## src/rtl/pidtc_pkg.sv

```systemverilog
package pidtc_pkg;

    localparam int DATA_W        = 32;
    localparam int TICKS_W       = 24;
    localparam int CFG_IDX_W     = 3;
    localparam int FRAC_W        = 16;
    localparam int PROD_W        = 2 * DATA_W;
    // product with the fraction bits dropped
    localparam int TERM_W        = PROD_W - FRAC_W;
    localparam int TICK_LOG2_DEF = 16;
    localparam int TICK_LOG2_MAX = 24;
    // dividend of the derivative division and width of the q * ticks product
    localparam int DIVD_W        = TERM_W + TICK_LOG2_MAX;
    // quotient bits kept; the derivative magnitude stops at 2^(QUO_W-1)
    localparam int QUO_W         = 49;
    localparam int SUM_W         = 52;
    localparam int S_DATA_W      = 64;
    localparam int M_DATA_W      = 64;
    localparam int M_USER_W      = 2;

    // bit places in the stream words
    localparam int S_TICKS_LO    = DATA_W;
    localparam int S_RESTART_BIT = DATA_W + TICKS_W;
    localparam int USER_SKIP     = 0;
    localparam int USER_ZERO     = 1;

    // register indexes
    localparam logic [CFG_IDX_W-1:0] REG_GAIN_PROP       = 3'd0;
    localparam logic [CFG_IDX_W-1:0] REG_GAIN_INTEGRAL   = 3'd1;
    localparam logic [CFG_IDX_W-1:0] REG_GAIN_DERIV      = 3'd2;
    localparam logic [CFG_IDX_W-1:0] REG_TARGET_POSITION = 3'd3;
    localparam logic [CFG_IDX_W-1:0] REG_DRIVE_MIN       = 3'd4;
    localparam logic [CFG_IDX_W-1:0] REG_DRIVE_MAX       = 3'd5;
    localparam logic [CFG_IDX_W-1:0] REG_ELAPSED_LIMIT   = 3'd6;
    localparam logic [CFG_IDX_W-1:0] REG_INTEGRAL_PRESET = 3'd7;

    localparam logic signed [DATA_W-1:0] DATA_MAX = {1'b0, {(DATA_W-1){1'b1}}};
    localparam logic signed [DATA_W-1:0] DATA_MIN = {1'b1, {(DATA_W-1){1'b0}}};
    localparam logic [TICKS_W-1:0]       TICKS_ALL = {TICKS_W{1'b1}};

    typedef struct packed {
        logic signed [DATA_W-1:0]  gain_prop;
        logic signed [DATA_W-1:0]  gain_integral;
        logic signed [DATA_W-1:0]  gain_deriv;
        logic signed [DATA_W-1:0]  target_position;
        logic signed [DATA_W-1:0]  drive_min;
        logic signed [DATA_W-1:0]  drive_max;
        logic        [TICKS_W-1:0] elapsed_limit;
        logic signed [DATA_W-1:0]  integral_preset;
    } cfg_t;

    // saturate a wide signed value to the Q16.16 range
    function automatic logic signed [DATA_W-1:0] sat_data(input logic signed [DIVD_W-1:0] v);
        logic signed [DATA_W-1:0] r;
        if (!v[DIVD_W-1] && (|v[DIVD_W-2:DATA_W-1])) begin
            r = DATA_MAX;
        end else if (v[DIVD_W-1] && !(&v[DIVD_W-2:DATA_W-1])) begin
            r = DATA_MIN;
        end else begin
            r = v[DATA_W-1:0];
        end
        return r;
    endfunction

endpackage

```

## src/rtl/pidtc_mul.sv

```systemverilog
module pidtc_mul (
    input  logic                                    aclk,
    input  logic signed [pidtc_pkg::DATA_W-1:0]     op_a,
    input  logic signed [pidtc_pkg::DATA_W-1:0]     op_b,
    output logic signed [pidtc_pkg::PROD_W-1:0]     prod
);

    logic signed [pidtc_pkg::PROD_W-1:0] prod_reg;

    assign prod = prod_reg;

    always_ff @(posedge aclk) begin
        prod_reg <= pidtc_pkg::PROD_W'(op_a) * pidtc_pkg::PROD_W'(op_b);
    end

endmodule

```

## config.mk

```make
export PLATFORM = sky130hd
export DESIGN_NAME = pidtc_mul
export DESIGN_NICKNAME = d
export VERILOG_FILES = /design/src/rtl/pidtc_pkg.sv /design/src/rtl/pidtc_mul.sv
export SDC_FILE = /design/constraint.sdc
export NUM_CORES = 2
export LEC_CHECK = 0
export ABC_CLOCK_PERIOD_IN_PS = 7800
export BUFFER_PORTS_ARGS = -buffer_cell sky130_fd_sc_hd__buf_2
export CAP_MARGIN = 40
export CORE_MARGIN = 3
export CORE_UTILIZATION = 32
export CTS_CLUSTER_DIAMETER = 150
export DETAILED_ROUTE_END_ITERATION = 10
export PLACE_DENSITY = 0.56
export REMOVE_ABC_BUFFERS = 1
export SYNTH_ARGS = -nofsm -noshare
export SYNTH_HDL_FRONTEND = slang
export SYNTH_SLANG_ARGS = --single-unit
export TNS_END_PERCENT = 30
```

## constraint.sdc

```tcl
create_clock -name aclk -period 7.8 [get_ports aclk]
set_input_delay 1.17 -clock aclk [delete_from_list [all_inputs] [get_ports aclk]]
set_output_delay 1.17 -clock aclk [all_outputs]
set_load 0.02 [all_outputs]
```

==> results.toml <==
[synthesis]
synth_area_leaders = "fa_1 (58%), inv_1 (9.6%), and2_1 (8.7%), ha_1 (6.2%), nand2_1 (5.2%)"
synth-adder-area-share = 0.643
synth_top_area_share = 0.582
synth-compound-area-share = 0.0346
syn_area_um2 = 37200
synthArstFlopShare = 0
synthXorXnorAreaFrac = 0.0176
ys_seq_elements = 64
synth-edff-count = 0
muxShareOfSynthArea = 0
synthSimpleGateAreaFrac = 0.154
synth_top_family_by_area = "adder cells"
avgSynthCellArea_um2 = 9.59
synth_top_cell_by_area = "fa_1"
yosys_warnings = 0
synth.yosys.seq_area_share = 0.0344
synthCells = 3884
synth_ff_type = "dfxtp_1"
synthDistinctLibCells = 63

[critical_path]
cpLargestDelayFamily = "adder cells"
start_kind = "input port"
critPathMaxStageDelay_ns = 0.56
worstPathArrival_ns = 8.22
crit_start = "op_a[15]"
end_kind = "register"
cp.required_ns = 8.06
cp_slowest_cell = "fa_1"
crit_type = "input port to register"
cp_max_fo = 8
worst-path-stages = 25
cp-endpoint = "prod[58]$_DFF_P_"
path_buf_inv = 7

[drt]
ant_nets = 0
first_pass_iters = 5
via_per_inst = 4.67
drt-total-wl_mm = 117
wl_per_cell_um = 20.1
vias = 27300
drc = 0
drt_iter0_drc = 1542

[die]
dieArea_um2 = 121000
rows = 124
initial_utilization = 0.324
coreArea_um2 = 115000
die_x_um = 347
io_pins = 129
fp.dieH_um = 347

[clock_tree]
tritoncts_num_sinks = 64
cts_max_level = 3
clock-root-buffer = "clkbuf_16"
max-clock-path-buffers = 2
hold_buffers = 0
cts_tree = "built"
clk_pin_slew_ns = 0.08
numCtsBuffers = 9

[final_layout]
most-common-layout-cells = "fa_1 (1,022), inv_1 (933), nand2_1 (504)"
multi_input_area_um2 = 32600
drive_gt1_frac = 0.201
largest_register_ffs = 64
layout_commonest_cell = "fa_1"
fillCellCount = 11400
nets = 5665
ff_latch_area_um2 = 1280
area_growth_pct = 21.4

[outcome]
violations = "negative setup slack"
status = "complete, but fails checks"

[sta]
period_needed_ns = 7.95
setup_slack_ns = -0.152
maxClockFrequency_mhz = 126
drv_slew = 0
rsz0062_at_grt = "yes"
hold_ws_ns = 1.37
timing.final.crit_share = 1.02
relSlewSlack = 0.671
worstMarginPinSlew_ns = 0.489
finalSetupViolCount = 9
hold_viol_final = 0

[grt]
grt_pass1_wl_mm = 183
grt_pass1_vias = 30800
grt.overflow.total = 0
antenna_found_initial = 3
grt.total_usage = 0.200
grt_max_degree = 29

[run]
drv_cap = 0

[place]
gp_congestion = 0.893
io_buffers = 128
dp_hpwl_mm = 101

[min_path]
hp-class = "input port to register"
-- through the flow --
step	instances	setup TNS [ns]	worst slack (ns)	util	area [µm²]
after floorplan	3684	-1.78	-0.402	-	36500
after global placement	5794	-29.00	-1.07	0.373	42900
after detailed placement	5794	-29.15	-1.11	0.373	42900
after CTS	5838	-0.986	-0.173	0.385	44200
after global routing	5851	-3.29	-0.321	0.393	45200
final	5852	-0.635	-0.152	0.393	45200
-- cell families after synthesis --
logic type | after synthesis
simple gates | 1134
flops | 64
compound gates | 193
buf+inv | 1152
fa+ha+maj | 1266
xor+xnor | 75
-- tightest hold or removal path, stage by stage --
cell,delay (ns)
buf_2,0.19
buf_4,0.17
and2_1,0.15
-- synthesized netlist by cell type (3+ instances only) --
master    instances
fa_1           1082
inv_1           952
and2_1          516
nand2_1         511
clkbuf_1        195
ha_1            184
a21oi_1          68
dfxtp_1          64
xnor2_1          53
nor2_1           42
o21ai_0          28
a21o_1           23
xor2_1           22
nand3_1          15
o21bai_1         15
a31oi_1          12
nand2b_1          9
and3_1            7
nand4_1           7
nor3_1            6
o31ai_1           6
a211oi_1          4
o21a_1            4
or3_1             4
a211oi_2          3
a21boi_0          3
and4_1            3
buf_2             3
nor2b_1           3
o211ai_1          3
-- per-layer routing --
| metal | GRT usage | vias to the layer above | wire [µm] |
|---|---|---|---|
| li1 | - | 11900 | - |
| met1 | 0.252 | 14500 | 46600 |
| met2 | 0.358 | 694 | 60100 |
| met3 | 0.0254 | 197 | 5980 |
| met4 | 0.0616 | 0 | 4830 |
| met5 | 0 | - | 0 |
-- worst min-delay path by stage --
stage / startpoint / end / cells after the start
2_1_floorplan: op_a[0] / prod[0]$_DFF_P_ / 1
3_3_place_gp: prod[0]$_DFF_P_ / prod[0] / 1
3_5_place_dp: prod[20]$_DFF_P_ / prod[20] / 1
4_1_cts: op_b[0] / prod[0]$_DFF_P_ / 3
5_1_grt: op_b[0] / prod[0]$_DFF_P_ / 3
6_report: op_b[0] / prod[0]$_DFF_P_ / 3
-- layout make-up --
| class | count | share of cell area |
|---|---|---|
| Sequential cell | 64 | 0.0283 |
| Timing Repair Buffer | 639 | 0.122 |
| Clock buffer | 9 | 0.00498 |
| Inverter | 952 | 0.0791 |
| Tap cell | 1512 | 0.0419 |
| Clock inverter | 7 | 0.00277 |
| Antenna cell | 1 | 0.0000554 |
| Multi-Input combinational cell | 2668 | 0.721 |
-- what timing repair did --
action                                  in CTS  in global routing
endpoints found under the setup margin      36                 31
pin swaps                                   81                119
cloned                                       3                  0
endpoints found under the hold margin        0                  0
resized for setup                          190                219
buffers inserted                            26                 13
Power is left out: the tool's default activity adds up to more than one toggle a clock period on the data nets, which glitch-free logic cannot reach.
