## config.mk

```make
export PLATFORM = sky130hd
export DESIGN_NAME = pidtc_div
export DESIGN_NICKNAME = d
export VERILOG_FILES = /design/src/rtl/pidtc_pkg.sv /design/src/rtl/pidtc_div.sv
export SDC_FILE = /design/constraint.sdc
export NUM_CORES = 1
export LEC_CHECK = 0
export ABC_CLOCK_PERIOD_IN_PS = 3200
export BUFFER_PORTS_ARGS = -buffer_cell sky130_fd_sc_hd__buf_2
export CAP_MARGIN = 10
export CELL_PAD_IN_SITES_DETAIL_PLACEMENT = 0
export CELL_PAD_IN_SITES_GLOBAL_PLACEMENT = 2
export CORE_MARGIN = 8
export CORE_UTILIZATION = 34
export CTS_CLUSTER_DIAMETER = 60
export DETAILED_ROUTE_END_ITERATION = 6
export PLACE_DENSITY_LB_ADDON = 0.15
export SLEW_MARGIN = 10
export SYNTH_ARGS = -nofsm -noshare
export SYNTH_HDL_FRONTEND = slang
export SYNTH_SLANG_ARGS = --single-unit
```

## constraint.sdc

```tcl
create_clock -name aclk -period 3.2 [get_ports aclk]
set_clock_uncertainty 0.1 [all_clocks]
set_input_delay 0.32 -clock aclk [delete_from_list [all_inputs] [get_ports aclk]]
set_output_delay 0.32 -clock aclk [all_outputs]
set_load 0.03 [all_outputs]
```

## src/rtl/pidtc_pkg.sv

```systemverilog
package pidtc_pkg;

    localparam int DATA_W        = 32;
    localparam int TICKS_W       = 24;
    localparam int CFG_IDX_W     = 3;
    localparam int FRAC_W        = 16;
    localparam int PROD_W        = 2 * DATA_W;
    // product with the fraction bits dropped
    localparam int TERM_W        = PROD_W - FRAC_W;
    localparam int TICK_LOG2_DEF = 16;
    localparam int TICK_LOG2_MAX = 24;
    // dividend of the derivative division and width of the q * ticks product
    localparam int DIVD_W        = TERM_W + TICK_LOG2_MAX;
    // quotient bits kept; the derivative magnitude stops at 2^(QUO_W-1)
    localparam int QUO_W         = 49;
    localparam int SUM_W         = 52;
    localparam int S_DATA_W      = 64;
    localparam int M_DATA_W      = 64;
    localparam int M_USER_W      = 2;

    // bit places in the stream words
    localparam int S_TICKS_LO    = DATA_W;
    localparam int S_RESTART_BIT = DATA_W + TICKS_W;
    localparam int USER_SKIP     = 0;
    localparam int USER_ZERO     = 1;

    // register indexes
    localparam logic [CFG_IDX_W-1:0] REG_GAIN_PROP       = 3'd0;
    localparam logic [CFG_IDX_W-1:0] REG_GAIN_INTEGRAL   = 3'd1;
    localparam logic [CFG_IDX_W-1:0] REG_GAIN_DERIV      = 3'd2;
    localparam logic [CFG_IDX_W-1:0] REG_TARGET_POSITION = 3'd3;
    localparam logic [CFG_IDX_W-1:0] REG_DRIVE_MIN       = 3'd4;
    localparam logic [CFG_IDX_W-1:0] REG_DRIVE_MAX       = 3'd5;
    localparam logic [CFG_IDX_W-1:0] REG_ELAPSED_LIMIT   = 3'd6;
    localparam logic [CFG_IDX_W-1:0] REG_INTEGRAL_PRESET = 3'd7;

    localparam logic signed [DATA_W-1:0] DATA_MAX = {1'b0, {(DATA_W-1){1'b1}}};
    localparam logic signed [DATA_W-1:0] DATA_MIN = {1'b1, {(DATA_W-1){1'b0}}};
    localparam logic [TICKS_W-1:0]       TICKS_ALL = {TICKS_W{1'b1}};

    typedef struct packed {
        logic signed [DATA_W-1:0]  gain_prop;
        logic signed [DATA_W-1:0]  gain_integral;
        logic signed [DATA_W-1:0]  gain_deriv;
        logic signed [DATA_W-1:0]  target_position;
        logic signed [DATA_W-1:0]  drive_min;
        logic signed [DATA_W-1:0]  drive_max;
        logic        [TICKS_W-1:0] elapsed_limit;
        logic signed [DATA_W-1:0]  integral_preset;
    } cfg_t;

    // saturate a wide signed value to the Q16.16 range
    function automatic logic signed [DATA_W-1:0] sat_data(input logic signed [DIVD_W-1:0] v);
        logic signed [DATA_W-1:0] r;
        if (!v[DIVD_W-1] && (|v[DIVD_W-2:DATA_W-1])) begin
            r = DATA_MAX;
        end else if (v[DIVD_W-1] && !(&v[DIVD_W-2:DATA_W-1])) begin
            r = DATA_MIN;
        end else begin
            r = v[DATA_W-1:0];
        end
        return r;
    endfunction

endpackage

```

## src/rtl/pidtc_div.sv

```systemverilog
module pidtc_div (
    input  logic                               aclk,
    input  logic                               aresetn,
    input  logic                               start,
    input  logic [pidtc_pkg::DIVD_W-1:0]       dividend,
    input  logic [pidtc_pkg::TICKS_W-1:0]      divisor,
    output logic                               busy,
    output logic [pidtc_pkg::QUO_W-1:0]        mag
);

    localparam int DIVR_W = pidtc_pkg::TICKS_W;
    localparam int QUO_W  = pidtc_pkg::QUO_W;
    localparam int TOP_W  = pidtc_pkg::DIVD_W - QUO_W;
    localparam int CMP_W  = (TOP_W > DIVR_W) ? TOP_W : DIVR_W;
    localparam int CNT_W  = $clog2(QUO_W + 1);
    localparam logic [QUO_W-1:0] MAG_LIMIT = {1'b1, {(QUO_W-1){1'b0}}};

    logic [DIVR_W-1:0] rem_reg;
    logic [QUO_W-1:0]  work_reg;
    logic [CNT_W-1:0]  cnt_reg;
    logic              busy_reg;
    logic              ovf_reg;

    logic [TOP_W-1:0]  top;
    logic              top_ovf;
    logic [DIVR_W:0]   trial;
    logic              fits;
    logic [DIVR_W:0]   trial_sub;

    assign top       = dividend[pidtc_pkg::DIVD_W-1:QUO_W];
    assign top_ovf   = CMP_W'(top) >= CMP_W'(divisor);
    assign trial     = {rem_reg, work_reg[QUO_W-1]};
    assign fits      = trial >= {1'b0, divisor};
    assign trial_sub = trial - {1'b0, divisor};

    assign busy = busy_reg;
    // limit the magnitude on overflow or once the quotient reaches the top bit
    assign mag  = (ovf_reg || work_reg[QUO_W-1]) ? MAG_LIMIT : work_reg;

    always_ff @(posedge aclk) begin
        if (!aresetn) begin
            busy_reg <= 1'b0;
            cnt_reg  <= '0;
        end else if (start) begin
            busy_reg <= 1'b1;
            cnt_reg  <= CNT_W'(QUO_W);
        end else if (busy_reg) begin
            cnt_reg <= cnt_reg - CNT_W'(1);
            if (cnt_reg == CNT_W'(1)) begin
                busy_reg <= 1'b0;
            end
        end
    end

    // restoring division, one quotient bit a cycle
    always_ff @(posedge aclk) begin
        if (start) begin
            ovf_reg  <= top_ovf;
            rem_reg  <= top_ovf ? '0 : DIVR_W'(top);
            work_reg <= dividend[QUO_W-1:0];
        end else if (busy_reg) begin
            rem_reg  <= fits ? trial_sub[DIVR_W-1:0] : trial[DIVR_W-1:0];
            work_reg <= {work_reg[QUO_W-2:0], fits};
        end
    end

endmodule
```

==> run_results.csv <==
group,metric,value,unit
sta,setup_violations,0,
setup_path,slowest_stage,"o21ai_0",
synthesis,synth_cell_types,72,
cts,cts_tree,"done",
global_routing,grt_pass1_vias,4992,
cts,cts_root_buffer,"clkbuf_16",
sta,max-slew-margin-rel,0.5270,
synthesis,synth_seq_cells,81,
setup_path,worst-path-buf-inv,1,
sta,fmax,332.1,MHz
detailed_routing,vias,4774,
sta,hold_viol_final,0,
power,p_per_area,705.7,nW/um^2
place,hpwl,12690,um
die,ios,149,
synthesis,synth_most_common_cell,"edfxtp_1",
global_routing,grt_usage,0.1495,
global_routing,grt_overflow,0,
setup_path,worstPathRequired,3.20,ns
cts,cts_buffer_depth,2,
layout,largest_reg_flops,49,
cts,htreeDepth,3,
synthesis,synth_area_per_cell,10.58,sq um
cts,path_clk_slew,0.07,ns
synthesis,synthArstFlopShare,0,
die,die_w,148.0,um
setup_path,critical_path.max_fanout,8,
cts,cts_buffers,9,
layout,layout-drive-gt1-share,0.3580,
sta,fin_crit,3.011,ns
global_routing,grt_pass1_wl,26250,um
worst_hold_path,hp-class,"primary input to register",
run,max-cap-violations,0,
setup_path,max_stage_delay,0.44,ns
power,power,0.005169,W
detailed_routing,wl,16280,um
setup_path,cp_cell_sequence,"ha_1 -> nand2_1 -> o21ai_0 -> o2111ai_1 -> a22oi_1 -> o21ai_2 -> buf_4 -> a32o_1 -> a211o_1",
setup_path,cp-end-kind,"register",
die,die_y,148.0,um
detailed_routing,wl_per_cell,17.32,um
status,status,"complete, no violations",
synthesis,yosysWarnings,0,
synthesis,ys.flop_type,"edfxtp_1",
synthesis,synth_fp_nets,709,
synthesis,ys_seq_area_frac,0.3988,
layout,syn_to_final_growth,23.66,%
layout,utilization,0.4264,
setup_path,cp_top_family,"compound AO/OA/AOI/OAI gates",
die,fp.coreArea,17180,sq um
sta,worst_pin_slew,0.7095,ns
cts,clk_latency,0.35,ns
layout,antenna_cells,0,
power,max-vdd-ir-drop,0.3373,mV
synthesis,syn_inst,560,
detailed_routing,ant_nets,0,
die,std_cell_rows,48,
synthesis,netlist_area,5923,sq um
synthesis,yosys-top-cells-area,"edfxtp_1, ha_1, mux2_2",
cts,cts.sinks,81,
setup_path,critPathKind,"register to register",
synthesis,synth_edf_count,74,
place,port_buffers,148,
detailed_routing,drc_errors,0,
setup_path,crit_arrival,3.01,ns
die,die_area,21900,sq um
die,initial_core_util,0.3448,
setup_path,startpoint_type,"register",
synthesis,synth_top_cell_area_share,0.3752,
detailed_routing,first_pass_iters,4,
place,place_congestion,0.7748,
global_routing,grt_start_max_net_pins,56,
synthesis,synth_commonest_cells,"edfxtp_1, and2_1, ha_1, mux2_2, a21oi_1",
sta,fin_crit_sh,0.9409,
global_routing,antenna_found_initial,0,
detailed_routing,viasPerCell,5.079,
detailed_routing,drt_iter0_drc,157,
sta,drv_slew,0,
sta,finalSetupTns,0,ns
place,place_ws,0.01178,ns
sta,grt_setup_unrepaired,"no",
sta,worst_slack,0.1891,ns
power,leakage,3.241,nW
layout,layout.nets,859,
cts,postCtsHoldBufs,0,
synthesis,yosys.area.top_type,"edfxtp_1",
## logic make-up (layout without fill, tap and decap cells)
group,after synthesis,count (layout),synth area share
AOI/OAI and AO/OA,141,141,0.1781
xor gates and xnor gates,22,22,0.03253
adders and majority gates,50,50,0.1069
buffers and inverters,63,218,0.04499
DFF,81,81,0.3988
muxes,56,56,0.1056
and+or+nand+nor,147,147,0.1331
## cell type report
type | instances | area, sq um
fillers | 1739 | 9852
multi-input cells | 416 | 3314
flip-flops and latches | 81 | 2362
repair buffers | 167 | 920.9
well taps | 225 | 281.5
clock buffers | 10 | 239.0
inverters | 35 | 131.4
clock inverters | 6 | 75.07
## per-stage QoR
stage	hold slack, ns	cells	cell area, sq um
final	0.1512	940	7325
after global routing	0.1475	940	7325
after CTS	0.1359	940	7310
after detailed placement	0.3916	924	6995
after global placement	0.3867	924	6995
after floorplan	0.3325	560	5923
## metal layers
metal	track usage	wire length [um]	vias up	part of all wire
met3	0.03027	944	15	0.058
met2	0.2473	7614	140	0.47
li1	-	-	2389	-
met4	0.05099	223	0	0.014
met5	0	0	-	0
met1	0.1901	7500	2230	0.46
## path summary, 6_finish.rpt
path                from     endpoint  slack, ns  cells past startpoint
max          rem_reg[18]  rem_reg[21]       0.19                      9
min          dividend[0]  work_reg[0]       0.15                      2
max reg2reg  rem_reg[18]  rem_reg[21]       0.19                      9
min reg2reg   cnt_reg[1]   cnt_reg[1]       0.40                      2
## cells in the final DEF, fill, tap and decap left out, types with 3 or more instances in the layout
| master | instances |
|---|---|
| o21ai_0 | 18 |
| nand3_1 | 10 |
| clkbuf_16 | 9 |
| buf_4 | 16 |
| dfxtp_1 | 7 |
| a21boi_0 | 3 |
| o21ai_1 | 3 |
| o2bb2ai_1 | 13 |
| a21oi_1 | 36 |
| xnor2_1 | 14 |
| o211ai_1 | 3 |
| a31oi_1 | 4 |
| nor2b_1 | 4 |
| nor2_1 | 32 |
| mux2_2 | 48 |
| buf_12 | 3 |
| ha_1 | 49 |
| a211oi_1 | 9 |
| nor3_1 | 5 |
| and2_1 | 49 |
| and3_1 | 3 |
| xor2_1 | 8 |
| o21ai_2 | 3 |
| inv_1 | 34 |
| nor3b_1 | 4 |
| nand4_1 | 6 |
| a21o_1 | 14 |
| mux2i_1 | 7 |
| edfxtp_1 | 74 |
| nand2_1 | 21 |
| buf_2 | 148 |
## what timing repair did
action,4_1_cts,5_1_grt
gates resized for setup,0,3
hold endpoints to repair,0,0
setup buffers,0,0
setup endpoints to repair,0,3
## power breakdown
group / internal (W) / switching (W) / leakage (nW) / total, W
Sequential: 0.00144 / 0.000109 / 0.807 / 0.00155
Clock: 0.000637 / 0.000468 / 0.151 / 0.00111
Combinational: 0.00110 / 0.00142 / 2.28 / 0.00252
Total: 0.00317 / 0.00200 / 3.24 / 0.00517
Note: power is estimated with default switching activity, not from simulation.
